===== config.mk =====
export PLATFORM = sky130hd
export DESIGN_NAME = work_relax_timer_with_debounce_flat
export DESIGN_NICKNAME = d
export VERILOG_FILES = /design/src/rtl/wrt_pkg.sv /design/src/rtl/wrt_in_if.sv /design/src/rtl/wrt_out_if.sv /design/src/rtl/work_relax_timer_with_debounce.sv /design/src/rtl/wrt_ctrl.sv /design/src/rtl/wrt_dpath.sv /design/src/flat_wrapper.sv
export SDC_FILE = /design/constraint.sdc
export NUM_CORES = 1
export LEC_CHECK = 0
export ABC_AREA = 1
export BUFFER_PORTS_ARGS = -buffer_cell sky130_fd_sc_hd__clkbuf_2
export CORE_MARGIN = 3
export CORE_UTILIZATION = 35
export CTS_CLUSTER_DIAMETER = 40
export DETAILED_ROUTE_END_ITERATION = 8
export PLACE_DENSITY_LB_ADDON = 0.3
export SKIP_LAST_GASP = 1
export SYNTH_ARGS = -nofsm -noshare
export SYNTH_HDL_FRONTEND = slang
export SYNTH_SLANG_ARGS = --single-unit

===== constraint.sdc =====
create_clock -name i_clk -period 4.4 [get_ports i_clk]
set_clock_uncertainty 0.15 [all_clocks]
set_input_delay 0.22 -clock i_clk [delete_from_list [all_inputs] [get_ports i_clk]]
set_output_delay 0.22 -clock i_clk [all_outputs]
set_load 0.1 [all_outputs]

===== src/rtl/wrt_pkg.sv =====
// Package for the work/relax timer: shared constants, phase codes,
// controller command and status structs. No dependencies.
`default_nettype none

package wrt_pkg;

    localparam int unsigned BUTTON_PERIOD  = 5;
    localparam int unsigned DISPLAY_PERIOD = 100;
    localparam int unsigned INTEGRATOR_MAX = 5;
    localparam int unsigned HOLD_LIMIT     = 60;
    localparam int unsigned LED_COUNT      = 7;

    localparam int unsigned TICK_W   = 24;
    localparam int unsigned BDIV_W   = $clog2(BUTTON_PERIOD + 1);
    localparam int unsigned DDIV_W   = $clog2(DISPLAY_PERIOD + 1);
    localparam int unsigned INTEG_W  = $clog2(INTEGRATOR_MAX + 1);
    localparam int unsigned HOLD_W   = 16;
    localparam int unsigned STEP_W   = $clog2(LED_COUNT);
    localparam int unsigned PCT_W    = 7;
    localparam int unsigned PROD_W   = TICK_W + PCT_W;
    localparam int unsigned QUO_BITS = PCT_W;
    localparam int unsigned QCNT_W   = $clog2(QUO_BITS);
    localparam int unsigned SEG_SIZE = 100 / LED_COUNT;
    localparam int unsigned CFG_IDX_W = 1;

    localparam logic [TICK_W-1:0] WORK_TICKS_RST  = TICK_W'(90000);
    localparam logic [TICK_W-1:0] RELAX_TICKS_RST = TICK_W'(30000);
    localparam logic [TICK_W-1:0] TICK_MAX        = {TICK_W{1'b1}};
    localparam logic [HOLD_W-1:0] HOLD_MAX        = {HOLD_W{1'b1}};
    localparam logic [PCT_W-1:0]  PCT_FULL        = PCT_W'(100);

    localparam logic [CFG_IDX_W-1:0] REG_WORK_TICKS  = 1'b0;
    localparam logic [CFG_IDX_W-1:0] REG_RELAX_TICKS = 1'b1;

    typedef enum logic [2:0] {
        PH_WORK      = 3'd0,
        PH_WORK_ON   = 3'd1,
        PH_WORK_OFF  = 3'd2,
        PH_RELAX     = 3'd3,
        PH_RELAX_ON  = 3'd4,
        PH_RELAX_OFF = 3'd5
    } t_phase;

    typedef enum logic [1:0] {
        EV_NONE     = 2'd0,
        EV_PRESSED  = 2'd1,
        EV_HELD     = 2'd2,
        EV_RELEASED = 2'd3
    } t_event;

    typedef struct packed {
        logic step;
        logic load_mul;
        logic div_init;
        logic div_step;
        logic bar_apply;
        logic emit;
    } t_cmd;

    typedef struct packed {
        logic need_div;
        logic div_last;
        logic out_free;
    } t_sts;

endpackage

`default_nettype wire


===== src/rtl/wrt_in_if.sv =====
// Input channel of the work/relax timer: one beat per 10 ms tick.
// Carries the raw button level. No dependencies.
`default_nettype none

interface wrt_in_if;
    logic valid;
    logic ready;
    logic button_level;

    modport source (output valid, output button_level, input ready);
    modport sink   (input valid, input button_level, output ready);
endinterface

`default_nettype wire


===== src/rtl/wrt_out_if.sv =====
// Result channel of the work/relax timer: LED bars, buzzer, phase and events.
// No dependencies.
`default_nettype none

interface wrt_out_if;
    logic       valid;
    logic       ready;
    logic [6:0] work_leds;
    logic [6:0] relax_leds;
    logic       buzzer_on;
    logic [2:0] phase_now;
    logic [1:0] button_event;
    logic       sleep_enter;

    modport source (output valid, output work_leds, output relax_leds, output buzzer_on,
                    output phase_now, output button_event, output sleep_enter,
                    input ready);
    modport sink   (input valid, input work_leds, input relax_leds, input buzzer_on,
                    input phase_now, input button_event, input sleep_enter,
                    output ready);
endinterface

`default_nettype wire


===== src/rtl/work_relax_timer_with_debounce.sv =====
// Top level of the work/relax timer with button debounce.
// Depends on wrt_pkg, wrt_in_if, wrt_out_if, wrt_ctrl and wrt_dpath.
//
//   channel   dir  payload                                  beat
//   i_btn     in   button_level                             one per 10 ms tick
//   o_res     out  work_leds relax_leds buzzer_on           one per input beat
//                  phase_now button_event sleep_enter
//   i_cfg_*   in   work_ticks (0), relax_ticks (1)          write when i_cfg_we
//
// One input beat at a time. Each beat passes the check state and then emit, which
// loads the result register once it frees; when a progress bar refresh falls on the
// tick, product load, the bit-serial percentage divider and the bar update come
// between them. Reset is synchronous.
// A stalled result holds in the output register; the next beat is taken
// meanwhile and its result waits until the register frees.
`default_nettype none

module work_relax_timer_with_debounce (
    input  wire                                 i_clk,
    input  wire                                 i_rst_n,
    input  wire                                 i_cfg_we,
    input  wire  [wrt_pkg::CFG_IDX_W-1:0]       i_cfg_idx,
    input  wire  [wrt_pkg::TICK_W-1:0]          i_cfg_data,
    wrt_in_if.sink                              i_btn,
    wrt_out_if.source                           o_res
);

    wrt_pkg::t_cmd cmd;
    wrt_pkg::t_sts sts;

    wrt_ctrl u_ctrl (
        .i_clk      (i_clk),
        .i_rst_n    (i_rst_n),
        .i_in_valid (i_btn.valid),
        .o_in_ready (i_btn.ready),
        .i_sts      (sts),
        .o_cmd      (cmd)
    );

    wrt_dpath u_dpath (
        .i_clk          (i_clk),
        .i_rst_n        (i_rst_n),
        .i_cfg_we       (i_cfg_we),
        .i_cfg_idx      (i_cfg_idx),
        .i_cfg_data     (i_cfg_data),
        .i_button_level (i_btn.button_level),
        .i_cmd          (cmd),
        .o_sts          (sts),
        .o_res          (o_res)
    );

endmodule

`default_nettype wire


===== src/rtl/wrt_ctrl.sv =====
// Controller of the work/relax timer: sequences tick update, bar division,
// bar update and result load. Depends on wrt_pkg.
`default_nettype none

module wrt_ctrl (
    input  wire            i_clk,
    input  wire            i_rst_n,
    input  wire            i_in_valid,
    output logic           o_in_ready,
    input  wrt_pkg::t_sts  i_sts,
    output wrt_pkg::t_cmd  o_cmd
);

    typedef enum logic [5:0] {
        S_IDLE  = 6'b000001,
        S_CHECK = 6'b000010,
        S_PREP  = 6'b000100,
        S_DIV   = 6'b001000,
        S_BAR   = 6'b010000,
        S_EMIT  = 6'b100000
    } t_state;

    t_state r_state;
    t_state n_state;

    always_ff @(posedge i_clk) begin
        if (!i_rst_n) begin
            r_state <= S_IDLE;
        end else begin
            r_state <= n_state;
        end
    end

    always_comb begin
        n_state    = r_state;
        o_cmd      = '0;
        o_in_ready = 1'b0;
        unique case (r_state)
            S_IDLE: begin
                o_in_ready = 1'b1;
                if (i_in_valid) begin
                    o_cmd.step = 1'b1;
                    n_state    = S_CHECK;
                end
            end
            S_CHECK: begin
                if (i_sts.need_div) begin
                    o_cmd.load_mul = 1'b1;
                    n_state        = S_PREP;
                end else begin
                    n_state = S_EMIT;
                end
            end
            S_PREP: begin
                o_cmd.div_init = 1'b1;
                n_state        = S_DIV;
            end
            S_DIV: begin
                o_cmd.div_step = 1'b1;
                if (i_sts.div_last) begin
                    n_state = S_BAR;
                end
            end
            S_BAR: begin
                o_cmd.bar_apply = 1'b1;
                n_state         = S_EMIT;
            end
            S_EMIT: begin
                if (i_sts.out_free) begin
                    o_cmd.emit = 1'b1;
                    n_state    = S_IDLE;
                end
            end
            default: begin
                n_state = S_IDLE;
            end
        endcase
    end

endmodule

`default_nettype wire


===== src/rtl/wrt_dpath.sv =====
// Datapath of the work/relax timer: tick state, config registers, bar divider
// and result register. Depends on wrt_pkg and wrt_out_if.
`default_nettype none

module wrt_dpath (
    input  wire                                 i_clk,
    input  wire                                 i_rst_n,
    input  wire                                 i_cfg_we,
    input  wire  [wrt_pkg::CFG_IDX_W-1:0]       i_cfg_idx,
    input  wire  [wrt_pkg::TICK_W-1:0]          i_cfg_data,
    input  wire                                 i_button_level,
    input  wrt_pkg::t_cmd                       i_cmd,
    output wrt_pkg::t_sts                       o_sts,
    wrt_out_if.source                           o_res
);

    localparam logic [wrt_pkg::LED_COUNT-1:0] BAR_FULL = {wrt_pkg::LED_COUNT{1'b1}};

    // configuration
    logic [wrt_pkg::TICK_W-1:0] r_work_ticks;
    logic [wrt_pkg::TICK_W-1:0] r_relax_ticks;

    // tick state
    wrt_pkg::t_phase                r_phase,   n_phase;
    logic [wrt_pkg::TICK_W-1:0]     r_elapsed, n_elapsed;
    logic [wrt_pkg::BDIV_W-1:0]     r_bdiv,    n_bdiv;
    logic [wrt_pkg::DDIV_W-1:0]     r_ddiv,    n_ddiv;
    logic [wrt_pkg::INTEG_W-1:0]    r_integ,   n_integ;
    logic                           r_pressed, n_pressed;
    logic [wrt_pkg::HOLD_W-1:0]     r_hold,    n_hold;
    logic                           r_sleeping, n_sleeping;
    logic [wrt_pkg::LED_COUNT-1:0]  r_work_bar, n_work_bar;
    logic [wrt_pkg::LED_COUNT-1:0]  r_relax_bar, n_relax_bar;
    logic                           r_buzzer,  n_buzzer;
    logic                           r_halted,  n_halted;
    wrt_pkg::t_event                r_event,   n_event;
    logic                           r_enter,   n_enter;
    logic                           r_need_div, n_need_div;

    // divider
    logic [wrt_pkg::PROD_W-1:0]     r_prod;
    logic [wrt_pkg::TICK_W:0]       r_rem;
    logic [wrt_pkg::QUO_BITS-1:0]   r_quo;
    logic [wrt_pkg::QCNT_W-1:0]     r_qcnt;

    // result register
    logic r_out_valid;

    logic [wrt_pkg::TICK_W-1:0] period;
    logic [wrt_pkg::TICK_W-1:0] el_inc;
    logic [wrt_pkg::TICK_W-1:0] per_a;
    logic [wrt_pkg::BDIV_W-1:0] bdiv_inc;
    logic [wrt_pkg::DDIV_W-1:0] ddiv_inc;
    logic [wrt_pkg::TICK_W:0]   trial;
    logic                       trial_ge;
    logic [wrt_pkg::PCT_W-1:0]  pct;
    logic [wrt_pkg::PCT_W-1:0]  pct_m1;
    logic [wrt_pkg::STEP_W-1:0] step;
    logic [wrt_pkg::LED_COUNT-1:0] bar_src;
    logic [wrt_pkg::LED_COUNT-1:0] bar_new;

    assign period = (r_phase <= wrt_pkg::PH_WORK_OFF) ? r_work_ticks : r_relax_ticks;

    // tick update
    always_comb begin
        n_phase     = r_phase;
        n_elapsed   = r_elapsed;
        n_bdiv      = r_bdiv;
        n_ddiv      = r_ddiv;
        n_integ     = r_integ;
        n_pressed   = r_pressed;
        n_hold      = r_hold;
        n_sleeping  = r_sleeping;
        n_work_bar  = r_work_bar;
        n_relax_bar = r_relax_bar;
        n_buzzer    = r_buzzer;
        n_halted    = r_halted;
        n_event     = wrt_pkg::EV_NONE;
        n_enter     = 1'b0;
        n_need_div  = 1'b0;
        el_inc      = (r_elapsed < wrt_pkg::TICK_MAX) ? r_elapsed + 1'b1 : r_elapsed;
        per_a       = period;
        bdiv_inc    = r_bdiv + 1'b1;
        ddiv_inc    = r_ddiv + 1'b1;
        if (!r_halted) begin
            n_elapsed = el_inc;
            if (el_inc >= per_a) begin
                n_elapsed = '0;
                if (!r_sleeping) begin
                    if (r_phase == wrt_pkg::PH_WORK) begin
                        n_phase = wrt_pkg::PH_WORK_ON;
                    end else if (r_phase == wrt_pkg::PH_RELAX) begin
                        n_phase = wrt_pkg::PH_RELAX_ON;
                    end
                end
            end

            n_bdiv = bdiv_inc;
            if (bdiv_inc >= wrt_pkg::BDIV_W'(wrt_pkg::BUTTON_PERIOD)) begin
                n_bdiv = '0;
                if (r_integ == wrt_pkg::INTEG_W'(wrt_pkg::INTEGRATOR_MAX)) begin
                    n_event   = r_pressed ? wrt_pkg::EV_HELD : wrt_pkg::EV_PRESSED;
                    n_hold    = (r_hold < wrt_pkg::HOLD_MAX) ? r_hold + 1'b1 : r_hold;
                    n_pressed = 1'b1;
                end else if (r_integ == '0) begin
                    n_event   = r_pressed ? wrt_pkg::EV_RELEASED : wrt_pkg::EV_NONE;
                    n_hold    = '0;
                    n_pressed = 1'b0;
                end
            end

            if (n_event == wrt_pkg::EV_RELEASED && r_sleeping) begin
                n_halted = 1'b1;
                n_enter  = 1'b1;
            end else begin
                if (n_event == wrt_pkg::EV_HELD &&
                    n_hold > wrt_pkg::HOLD_W'(wrt_pkg::HOLD_LIMIT)) begin
                    n_work_bar  = '0;
                    n_relax_bar = '0;
                    n_buzzer    = 1'b0;
                    n_sleeping  = 1'b1;
                end
                if (n_event == wrt_pkg::EV_PRESSED) begin
                    if (n_phase == wrt_pkg::PH_WORK_ON || n_phase == wrt_pkg::PH_WORK_OFF) begin
                        n_buzzer  = 1'b0;
                        n_elapsed = '0;
                        n_phase   = wrt_pkg::PH_RELAX;
                    end else if (n_phase == wrt_pkg::PH_RELAX_ON ||
                                 n_phase == wrt_pkg::PH_RELAX_OFF) begin
                        n_buzzer  = 1'b0;
                        n_elapsed = '0;
                        n_phase   = wrt_pkg::PH_WORK;
                    end
                end

                n_ddiv = ddiv_inc;
                if (ddiv_inc >= wrt_pkg::DDIV_W'(wrt_pkg::DISPLAY_PERIOD)) begin
                    n_ddiv = '0;
                    if (!n_sleeping) begin
                        unique case (n_phase)
                            wrt_pkg::PH_WORK: begin
                                n_relax_bar = '0;
                                n_need_div  = 1'b1;
                            end
                            wrt_pkg::PH_WORK_ON: begin
                                n_buzzer    = 1'b1;
                                n_relax_bar = '0;
                                n_work_bar  = BAR_FULL;
                                n_phase     = wrt_pkg::PH_WORK_OFF;
                            end
                            wrt_pkg::PH_WORK_OFF: begin
                                n_buzzer    = 1'b0;
                                n_relax_bar = '0;
                                n_work_bar  = '0;
                                n_phase     = wrt_pkg::PH_WORK_ON;
                            end
                            wrt_pkg::PH_RELAX: begin
                                n_work_bar  = '0;
                                n_need_div  = 1'b1;
                            end
                            wrt_pkg::PH_RELAX_ON: begin
                                n_buzzer    = 1'b1;
                                n_relax_bar = BAR_FULL;
                                n_work_bar  = '0;
                                n_phase     = wrt_pkg::PH_RELAX_OFF;
                            end
                            wrt_pkg::PH_RELAX_OFF: begin
                                n_buzzer    = 1'b0;
                                n_relax_bar = '0;
                                n_work_bar  = '0;
                                n_phase     = wrt_pkg::PH_RELAX_ON;
                            end
                            default: begin
                                n_phase = n_phase;
                            end
                        endcase
                    end
                end

                if (i_button_level) begin
                    if (r_integ > '0) begin
                        n_integ = r_integ - 1'b1;
                    end
                end else if (r_integ < wrt_pkg::INTEG_W'(wrt_pkg::INTEGRATOR_MAX)) begin
                    n_integ = r_integ + 1'b1;
                end
            end
        end
    end

    // one quotient bit per cycle while div_step is set
    assign trial    = {r_rem[wrt_pkg::TICK_W-1:0], r_quo[wrt_pkg::QUO_BITS-1]};
    assign trial_ge = trial >= {1'b0, period};

    // bar step from percentage
    always_comb begin
        if (period == '0) begin
            pct = wrt_pkg::PCT_FULL;
        end else if (r_quo > wrt_pkg::PCT_FULL) begin
            pct = wrt_pkg::PCT_FULL;
        end else begin
            pct = r_quo;
        end
        pct_m1 = pct - 1'b1;
        step   = '0;
        if (pct != '0) begin
            for (int k = 1; k < wrt_pkg::LED_COUNT; k++) begin
                if (pct_m1 >= wrt_pkg::PCT_W'(k * wrt_pkg::SEG_SIZE)) begin
                    step = wrt_pkg::STEP_W'(k);
                end
            end
        end
        bar_src = (r_phase == wrt_pkg::PH_WORK) ? r_work_bar : r_relax_bar;
        for (int i = 0; i < wrt_pkg::LED_COUNT; i++) begin
            if (wrt_pkg::STEP_W'(i) < step) begin
                bar_new[i] = 1'b0;
            end else if (wrt_pkg::STEP_W'(i) == step) begin
                bar_new[i] = ~bar_src[i];
            end else begin
                bar_new[i] = 1'b1;
            end
        end
    end

    always_ff @(posedge i_clk) begin
        if (!i_rst_n) begin
            r_work_ticks  <= wrt_pkg::WORK_TICKS_RST;
            r_relax_ticks <= wrt_pkg::RELAX_TICKS_RST;
            r_phase       <= wrt_pkg::PH_RELAX_ON;
            r_elapsed     <= '0;
            r_bdiv        <= '0;
            r_ddiv        <= '0;
            r_integ       <= '0;
            r_pressed     <= 1'b0;
            r_hold        <= '0;
            r_sleeping    <= 1'b0;
            r_work_bar    <= '0;
            r_relax_bar   <= '0;
            r_buzzer      <= 1'b0;
            r_halted      <= 1'b0;
            r_need_div    <= 1'b0;
            r_qcnt        <= '0;
            r_out_valid   <= 1'b0;
        end else begin
            if (i_cfg_we) begin
                if (i_cfg_idx == wrt_pkg::REG_WORK_TICKS) begin
                    r_work_ticks <= i_cfg_data;
                end
                if (i_cfg_idx == wrt_pkg::REG_RELAX_TICKS) begin
                    r_relax_ticks <= i_cfg_data;
                end
            end
            if (i_cmd.step) begin
                r_phase     <= n_phase;
                r_elapsed   <= n_elapsed;
                r_bdiv      <= n_bdiv;
                r_ddiv      <= n_ddiv;
                r_integ     <= n_integ;
                r_pressed   <= n_pressed;
                r_hold      <= n_hold;
                r_sleeping  <= n_sleeping;
                r_work_bar  <= n_work_bar;
                r_relax_bar <= n_relax_bar;
                r_buzzer    <= n_buzzer;
                r_halted    <= n_halted;
                r_need_div  <= n_need_div;
            end
            if (i_cmd.div_init) begin
                r_qcnt <= '0;
            end else if (i_cmd.div_step) begin
                r_qcnt <= r_qcnt + 1'b1;
            end
            if (i_cmd.bar_apply) begin
                if (r_phase == wrt_pkg::PH_WORK) begin
                    r_work_bar <= bar_new;
                end else begin
                    r_relax_bar <= bar_new;
                end
            end
            if (i_cmd.emit) begin
                r_out_valid <= 1'b1;
            end else if (o_res.ready) begin
                r_out_valid <= 1'b0;
            end
        end
    end

    // payload registers
    always_ff @(posedge i_clk) begin
        if (i_cmd.step) begin
            r_event <= n_event;
            r_enter <= n_enter;
        end
        if (i_cmd.load_mul) begin
            r_prod <= wrt_pkg::PROD_W'(r_elapsed) * wrt_pkg::PROD_W'(100);
        end
        if (i_cmd.div_init) begin
            r_rem <= {1'b0, r_prod[wrt_pkg::PROD_W-1:wrt_pkg::QUO_BITS]};
            r_quo <= r_prod[wrt_pkg::QUO_BITS-1:0];
        end else if (i_cmd.div_step) begin
            r_rem <= trial_ge ? trial - {1'b0, period} : trial;
            r_quo <= {r_quo[wrt_pkg::QUO_BITS-2:0], trial_ge};
        end
        if (i_cmd.emit) begin
            o_res.work_leds    <= 7'(r_work_bar);
            o_res.relax_leds   <= 7'(r_relax_bar);
            o_res.buzzer_on    <= r_buzzer;
            o_res.phase_now    <= r_phase;
            o_res.button_event <= r_event;
            o_res.sleep_enter  <= r_enter;
        end
    end

    assign o_res.valid    = r_out_valid;
    assign o_sts.need_div = r_need_div;
    assign o_sts.div_last = (r_qcnt == wrt_pkg::QCNT_W'(wrt_pkg::QUO_BITS - 1));
    assign o_sts.out_free = !r_out_valid || o_res.ready;

endmodule

`default_nettype wire


===== src/flat_wrapper.sv =====
// flat-port wrapper written by rule: the top's interface ports become plain ports
module work_relax_timer_with_debounce_flat 
  (i_clk, i_rst_n, i_cfg_we, i_cfg_idx, i_cfg_data, i_btn_valid, i_btn_button_level, i_btn_ready, o_res_valid, o_res_work_leds, o_res_relax_leds, o_res_buzzer_on, o_res_phase_now, o_res_button_event, o_res_sleep_enter, o_res_ready);
  wrt_in_if i_btn_i ();
  wrt_out_if o_res_i ();
  input  wire i_clk;
  input  wire i_rst_n;
  input  wire i_cfg_we;
  input  wire  [wrt_pkg::CFG_IDX_W-1:0] i_cfg_idx;
  input  wire  [wrt_pkg::TICK_W-1:0] i_cfg_data;
  input wire logic [$bits(i_btn_i.valid)-1:0] i_btn_valid;
  input wire logic [$bits(i_btn_i.button_level)-1:0] i_btn_button_level;
  output wire logic [$bits(i_btn_i.ready)-1:0] i_btn_ready;
  output wire logic [$bits(o_res_i.valid)-1:0] o_res_valid;
  output wire logic [$bits(o_res_i.work_leds)-1:0] o_res_work_leds;
  output wire logic [$bits(o_res_i.relax_leds)-1:0] o_res_relax_leds;
  output wire logic [$bits(o_res_i.buzzer_on)-1:0] o_res_buzzer_on;
  output wire logic [$bits(o_res_i.phase_now)-1:0] o_res_phase_now;
  output wire logic [$bits(o_res_i.button_event)-1:0] o_res_button_event;
  output wire logic [$bits(o_res_i.sleep_enter)-1:0] o_res_sleep_enter;
  input wire logic [$bits(o_res_i.ready)-1:0] o_res_ready;
  assign i_btn_i.valid = i_btn_valid;
  assign i_btn_i.button_level = i_btn_button_level;
  assign i_btn_ready = i_btn_i.ready;
  assign o_res_valid = o_res_i.valid;
  assign o_res_work_leds = o_res_i.work_leds;
  assign o_res_relax_leds = o_res_i.relax_leds;
  assign o_res_buzzer_on = o_res_i.buzzer_on;
  assign o_res_phase_now = o_res_i.phase_now;
  assign o_res_button_event = o_res_i.button_event;
  assign o_res_sleep_enter = o_res_i.sleep_enter;
  assign o_res_i.ready = o_res_ready;
  work_relax_timer_with_debounce u_core (.i_clk(i_clk), .i_rst_n(i_rst_n), .i_cfg_we(i_cfg_we), .i_cfg_idx(i_cfg_idx), .i_cfg_data(i_cfg_data), .i_btn(i_btn_i), .o_res(o_res_i));
endmodule

# Word-level counts from Yosys, hierarchy flattened

Index checks and enable logic that the tools add are counted.

Add/sub/neg operators: 9
Multipliers: 1
Div/mod/pow operators: 0
Order comparisons: 24
Equal/unequal tests: 31
Shift-type cells: 0
Mux-type cells: 120
Bitwise operators: 11
Reductions and logical operators: 29

Operators by type and width:

| kind                    | number |
|---|---|
| $mux W24                | 10 |
| $mux W7                 | 22 |
| $mux W16                | 5 |
| $mux W3                 | 23 |
| $mux W1                 | 45 |
| $pmux W6 S6             | 1 |
| $mul A24 B5 Y29 const B | 1 |
| $pmux W7 S2             | 2 |
| $ge A25 B24 Y1          | 1 |
| $add A24 B1 Y24 const B | 1 |
| $ge A24 B24 Y1          | 1 |
| $logic_not A24 Y1       | 1 |
| $lt A24 B24 Y1 const B  | 1 |
| $mux W6                 | 4 |
| $sub A24 B24 Y24        | 1 |
| $ge A7 B7 Y1 const B    | 3 |
| $eq A3 B3 Y1 const B    | 6 |
| $add A16 B1 Y16 const B | 1 |
| $gt A16 B6 Y1 const B   | 1 |
| $lt A16 B16 Y1 const B  | 1 |
| $ge A7 B6 Y1 const B    | 2 |
| $eq A3 B2 Y1 const B    | 4 |
| $logic_not A3 Y1        | 4 |
| $mux W2                 | 6 |
| other kinds (42)        | 78 |

Bits in registers: 217
Latch bits: 0
RAM bits: 0
Memory bits (read-only): 0
Input port bits: 31
Output and inout bits: 23
Word-level logic and storage cells: 255
Memories kept: 0

# Longest topological paths before layout

Depth after elaboration: 23
Depth in mapped cells: 36
Mapped depth without buffers: 36

# By module

Synthesis repeated with hierarchy kept, for this count alone.

Cell total of the unflattened synthesis: 1975
Area, all modules: 14682.8 um^2

By module, submodules not included:

| module    | times used | cells an instance | area each (um^2) | sequential area each (um^2) |
|---|---|---|---|---|
| wrt_dpath | 1          | 1913              | 14303.7          | 5064.9 |
| wrt_ctrl  | 1          | 62                | 379.1            | 120.1 |

# Worst setup path before layout

OpenSTA, ideal clock, no wires.

Path kind: reg2reg
Start point: reg u_core.u_dpath.r_elapsed[0] (netlist bit)
End point: reg u_core.u_dpath.r_work_bar[6] (netlist bit)
Library setup time: 0.111 ns
Data arrival time: 4.113 ns
Data required time: 4.139 ns
Setup slack: 0.026 ns
Stages on the path, launching flop included: 28
Buffers on the path: 0
Clock period less this slack: 4.374 ns
Path through: dfxtp_1 ha_1 nand2_1 nor2_1 nand3_1 nand4_1 nor3b_1 nand2_1 nor2_1 nand4_1 nor2_1 xor2_1 ha_1 a21oi_1 o21a_1 nand2_1 a21oi_1 nand2_1 nand2_1 nand2_1 o21ai_0 nor2_1 nand2_1 inv_1 a31oi_1 nand3_1 nand2_1 nor2_1

Longest elaborated chain between the ends: 22
Elaborated cells between the ends (all ways): 31
Classes of those cells: add/sub (1); order compare (2); eq/ne (9); mux (16); reduce/logical (3)

Ends and longest elaborated chain:

| element                                           | line                               | RTL |
|---|---|---|
| from (decl)                                       | wrt_dpath.sv:25                    | `logic [wrt_pkg::TICK_W-1:0] r_elapsed, n_elapsed;` |
| from (signal assigned)                            | wrt_dpath.sv:255                   | `r_elapsed <= n_elapsed;` |
| $add A24 B1 Y24 or $lt A24 B24 Y1 (tied branches) | wrt_dpath.sv:81                    | `el_inc = (r_elapsed < wrt_pkg::TICK_MAX) ? r_elapsed + 1'b1 : r_elapsed;` |
| $mux W24 (*)                                      | wrt_dpath.sv:81                    |  |
| $ge A24 B24 Y1 (*)                                | wrt_dpath.sv:87                    | `if (el_inc >= per_a) begin` |
| $mux W3 (*)                                       | wrt_dpath.sv:87                    |  |
| $mux W3 (*)                                       | wrt_dpath.sv:85                    | `if (!r_halted) begin` |
| $eq A3 B3 Y1 (on tied branches)                   | wrt_dpath.sv:128, wrt_dpath.sv:129 |  |
| $logic_or A1 B1 Y1                                | wrt_dpath.sv:128                   | `end else if (n_phase == wrt_pkg::PH_RELAX_ON \|\|` |
| $mux W3                                           | wrt_dpath.sv:128                   |  |
| [... 6 more ...]                                  | n/a                                |  |
| $pmux W7 S2 (*)                                   | wrt_dpath.sv:140                   | `unique case (n_phase)` |
| $mux W7 (*)                                       | wrt_dpath.sv:139                   | `if (!n_sleeping) begin` |
| $mux W7 (*)                                       | wrt_dpath.sv:137                   | `if (ddiv_inc >= wrt_pkg::DDIV_W'(wrt_pkg::DISPLAY_PERIOD)) begin` |
| $mux W7 (*)                                       | wrt_dpath.sv:112                   | `if (n_event == wrt_pkg::EV_RELEASED && r_sleeping) begin` |
| $mux W7 (*)                                       | wrt_dpath.sv:85                    |  |
| $mux W7 (*)                                       | wrt_dpath.sv:253                   | `if (i_cmd.step) begin` |
| $mux W7                                           | wrt_dpath.sv:274                   | `if (r_phase == wrt_pkg::PH_WORK) begin` |
| $mux W7 (*)                                       | wrt_dpath.sv:273                   | `if (i_cmd.bar_apply) begin` |
| to (signal assigned)                              | wrt_dpath.sv:262                   | `r_work_bar <= n_work_bar;` |
| to (signal assigned)                              | wrt_dpath.sv:275                   | `r_work_bar <= bar_new;` |
| to (decl)                                         | wrt_dpath.sv:32                    | `logic [wrt_pkg::LED_COUNT-1:0] r_work_bar, n_work_bar;` |

Every way passes the cells marked *; elsewhere a longest branch is shown, timed or not. The select of a mux whose other input is x is not followed.
A chain may end at the register's enable or synchronous reset.

# Worst setup path after layout

Start point: reg u_core.u_dpath.r_elapsed[22] (netlist bit)
End point: reg u_core.u_dpath.r_elapsed[19] (netlist bit)

Longest elaborated chain between the ends: 11
Elaborated cells between the ends (all ways): 17
Classes of those cells: add/sub (1); order compare (2); eq/ne (4); mux (8); reduce/logical (2)

Ends and longest elaborated chain:

| element                                           | line                               | RTL |
|---|---|---|
| $add A24 B1 Y24 or $lt A24 B24 Y1 (tied branches) | wrt_dpath.sv:81                    |  |
| $mux W24 (*)                                      | wrt_dpath.sv:81                    |  |
| $ge A24 B24 Y1                                    | wrt_dpath.sv:87                    |  |
| $mux W3                                           | wrt_dpath.sv:87                    |  |
| $mux W3                                           | wrt_dpath.sv:85                    |  |
| $eq A3 B3 Y1 (on tied branches)                   | wrt_dpath.sv:128, wrt_dpath.sv:129 |  |
| $logic_or A1 B1 Y1                                | wrt_dpath.sv:128                   |  |
| $mux W24                                          | wrt_dpath.sv:128                   |  |
| $mux W24                                          | wrt_dpath.sv:124                   | `if (n_phase == wrt_pkg::PH_WORK_ON \|\| n_phase == wrt_pkg::PH_WORK_OFF) begin` |
| $mux W24                                          | wrt_dpath.sv:123                   | `if (n_event == wrt_pkg::EV_PRESSED) begin` |
| $mux W24 (*)                                      | wrt_dpath.sv:112                   |  |

Marked as above.

==> metrics <==
top_reg_cell synth dfxtp_1; Fin. Hold Viols 0; H-tree depth 2; mapped cell area 14800 um^2; grt ovf 0; maximum net fanout on the critical path 6; clock tree sinks between 200 and 250; P_leak between 0.008 and 0.009 uW; Worst-path clk slew around 0.05 ns; sequential area share after synthesis 35.0%; Antenna Violating Nets Remaining 0; post-synthesis cell type count 50; fin crit period 4.49 ns; first-pass GRT wire length 65800 um; MaxCap Viol Count 0; failing checks negative setup slack; Synth area leader dfxtp_1; cts bufs inserted 39; Min Hold Slack 0.113 ns; vias in the first global route 13043; vias post-DR 13893; # fillers around 4000; Die X 212 um; Antenna Cells 0; signal arrival time at the worst endpoint 4.69 ns; FFs w/ async S/R, synth 0%; Post-Route WL 41200 um; total power draw 6100 uW; share of layout cells above drive strength 1 17.4%; required time worst endpoint 4.60 ns; Max rail drop VDD 216 uV; drt wl/cell ~15 um; HP Class input port to flip-flop; RSZ-0062 raised after global routing true; Yosys top cell area share 18.0%; drt initial violations 856; Initial Util 35.8%; critical path class flip-flop to flip-flop; fin nets approximately 2400; Worst setup EP type flip-flop; DRC violation count after routing 0; Pins Over Slew Limit 0; antenna violations before repair 0; Mapped Avg Cell Area 7.34 um^2; All-Layer GR Usage 17.8%; Placed Cells between 2000 and 3000; PnR worst setup slack -0.0938 ns; CP max stage cell dfxtp_2; YS warnings 0; Clock Path Buffers 3; Setup crit start kind flip-flop; Core Area 41400 um^2; Worst-Margin Slew 1.08 ns; placement row count 74; IO Port Bufs 53; CTS tree yes; Synth Instances 2021; Yosys reg bits 217; Die Span Y 212 um; number of synthesized flops with an enable pin between 80 and 90; dpl hpwl 29500 um; syn_nets approximately 2200; TritonRoute pass-1 iters 5; non-filler instance count after layout 2782; vias per std cell 4.99; Rel. slew slack 28.1%; clock root cell clkbuf_16; outcome finished with violations; largest net degree at the start of global routing around 80; main area contributors after synthesis dfxtp_1 18%, edfxtp_1 17%, nand2_1 13%; gpl congestion 0.868; Tcrit/Tclk final 102%; Skew-Pair Late Insertion Delay 0.52 ns; Pwr Density between 300 and 400 nW/um^2; Layout area overhead 26.9%; Die ar. 44900 um^2; # setup viols final 34; slowest stage delay, CP between 0.3 and 0.4 ns; fmax 223 MHz; Ports 54
-- final timing paths --
check / slack [ns] / end / start / cells after the start
max reg2reg: -0.09 / u_core.u_dpath.r_elapsed[19] / u_core.u_dpath.r_elapsed[22] / 31
min reg2reg: 0.27 / u_core.u_dpath.o_res.button_event[0] / u_core.u_dpath.r_event[0] / 0
max: -0.09 / u_core.u_dpath.r_elapsed[19] / u_core.u_dpath.r_elapsed[22] / 31
min: 0.11 / u_core.u_dpath.r_relax_ticks[12] / i_cfg_idx / 5
-- cell usage after synthesis (5+ instances only) --
library cell / n
nand3_1: 121
o21ai_0: 147
xor2_1: 54
a211oi_1: 9
a21oi_1: 130
clkbuf_1: 39
fa_1: 21
ha_1: 133
nor2_1: 212
nor4_1: 9
a31oi_1: 7
dfxtp_1: 133
a22oi_1: 5
nand4_1: 25
xnor2_1: 24
o21bai_1: 7
edfxtp_1: 84
buf_2: 8
o211ai_1: 11
nand2_1: 497
inv_1: 269
inv_2: 5
nor3_1: 14
nand2_2: 7
nor2_2: 5
-- layer usage --
layer / part of all wire (%) / GRT usage (%) / wire (um)
met1: 44 / 23.4 / 18300
met5: 0 / 0 / 0
met3: 5.2 / 2.61 / 2130
met2: 48 / 30.4 / 19700
met4: 2.8 / 5.57 / 1150
-- final cells by class --
cell class	instances	area (um^2)	share of cell area, %
clock buffer	54	1100	5.87
inverter	274	1030	5.49
tap	532	666	3.54
sequential	217	5200	27.6
multi-input combinational	1474	8940	47.5
clock inverter	17	175	0.931
timing repair buffer	214	1710	9.06
-- power by group --
part | internal, uW | switching, uW | total [uW]
combinational | 353 | 600 | 954
sequential | 2160 | 49.0 | 2210
clock | 1890 | 1050 | 2930
-- flip-flops by register name (all words and copies together), names as in the netlist, 6 cells and up --
register	flops
u_core.u_dpath.r_work_ticks	24
u_core.u_dpath.r_hold	16
u_core.u_dpath.r_rem	24
u_core.u_dpath.r_work_bar	7
u_core.u_dpath.r_ddiv	7
u_core.u_dpath.r_prod	29
u_core.u_dpath.r_relax_bar	7
u_core.u_dpath.r_quo	7
u_core.u_ctrl.r_state	6
u_core.u_dpath.o_res.relax_leds	7
u_core.u_dpath.r_elapsed	24
u_core.u_dpath.r_relax_ticks	24
u_core.u_dpath.o_res.work_leds	7
-- worst max-delay path: cells and delay by family, from the launching register on --
| family | cells | cell delay [ns] |
|---|---|---|
| XOR/XNOR | 1 | 0.23 |
| AO/OA/AOI/OAI | 4 | 0.45 |
| AND/OR/NAND/NOR | 16 | 1.76 |
| adder cells (fa/ha/maj) | 2 | 0.44 |
| buffers and inverters | 8 | 0.97 |
| flip-flops | 1 | 0.33 |
-- kinds of logic after synthesis --
logic type	synth area share [%]
flops	35.0
xor+xnor	4.61
fa+ha+maj	14.1
simple gates	25.4
compound gates	12.3
buf+inv	8.65
-- cell usage in the layout (no fill, tap or decap), drive strengths merged, types with 14 or more instances in the layout --
cell	instances
ha	133
nor3	14
xor2	54
nand4	27
clkbuf	107
a21oi	132
nand2	505
edfxtp	84
xnor2	24
dlygate4sd3	27
fa	21
nand3	122
o21ai	151
inv	280
nor2	218
buf	134
dfxtp	133
-- per-stage QoR --
step / setup TNS (ns) / util (%) / setup slack (ns) / area, um^2
detailed placement: -15.99 / 39.3 / -0.558 / 16300
finish: -2.08 / 45.5 / -0.0938 / 18800
floorplan: 0 / - / 0.0260 / 14800
CTS: -0.0673 / 44.2 / -0.0171 / 18300
global route: -13.31 / 45.5 / -0.409 / 18800
global placement: -8.25 / 39.3 / -0.356 / 16300
-- timing repair --
action / CTS / global route
gates cloned: 3 / 0
hold buffers: 27 / 0
buffers inserted: 23 / 13
hold endpoints to repair: 54 / 0
pin swaps: 34 / 63
endpoints found under the setup margin: 42 / 44
gates resized for setup: 59 / 111
No activity file was read; power rests on OpenSTA's default activity.
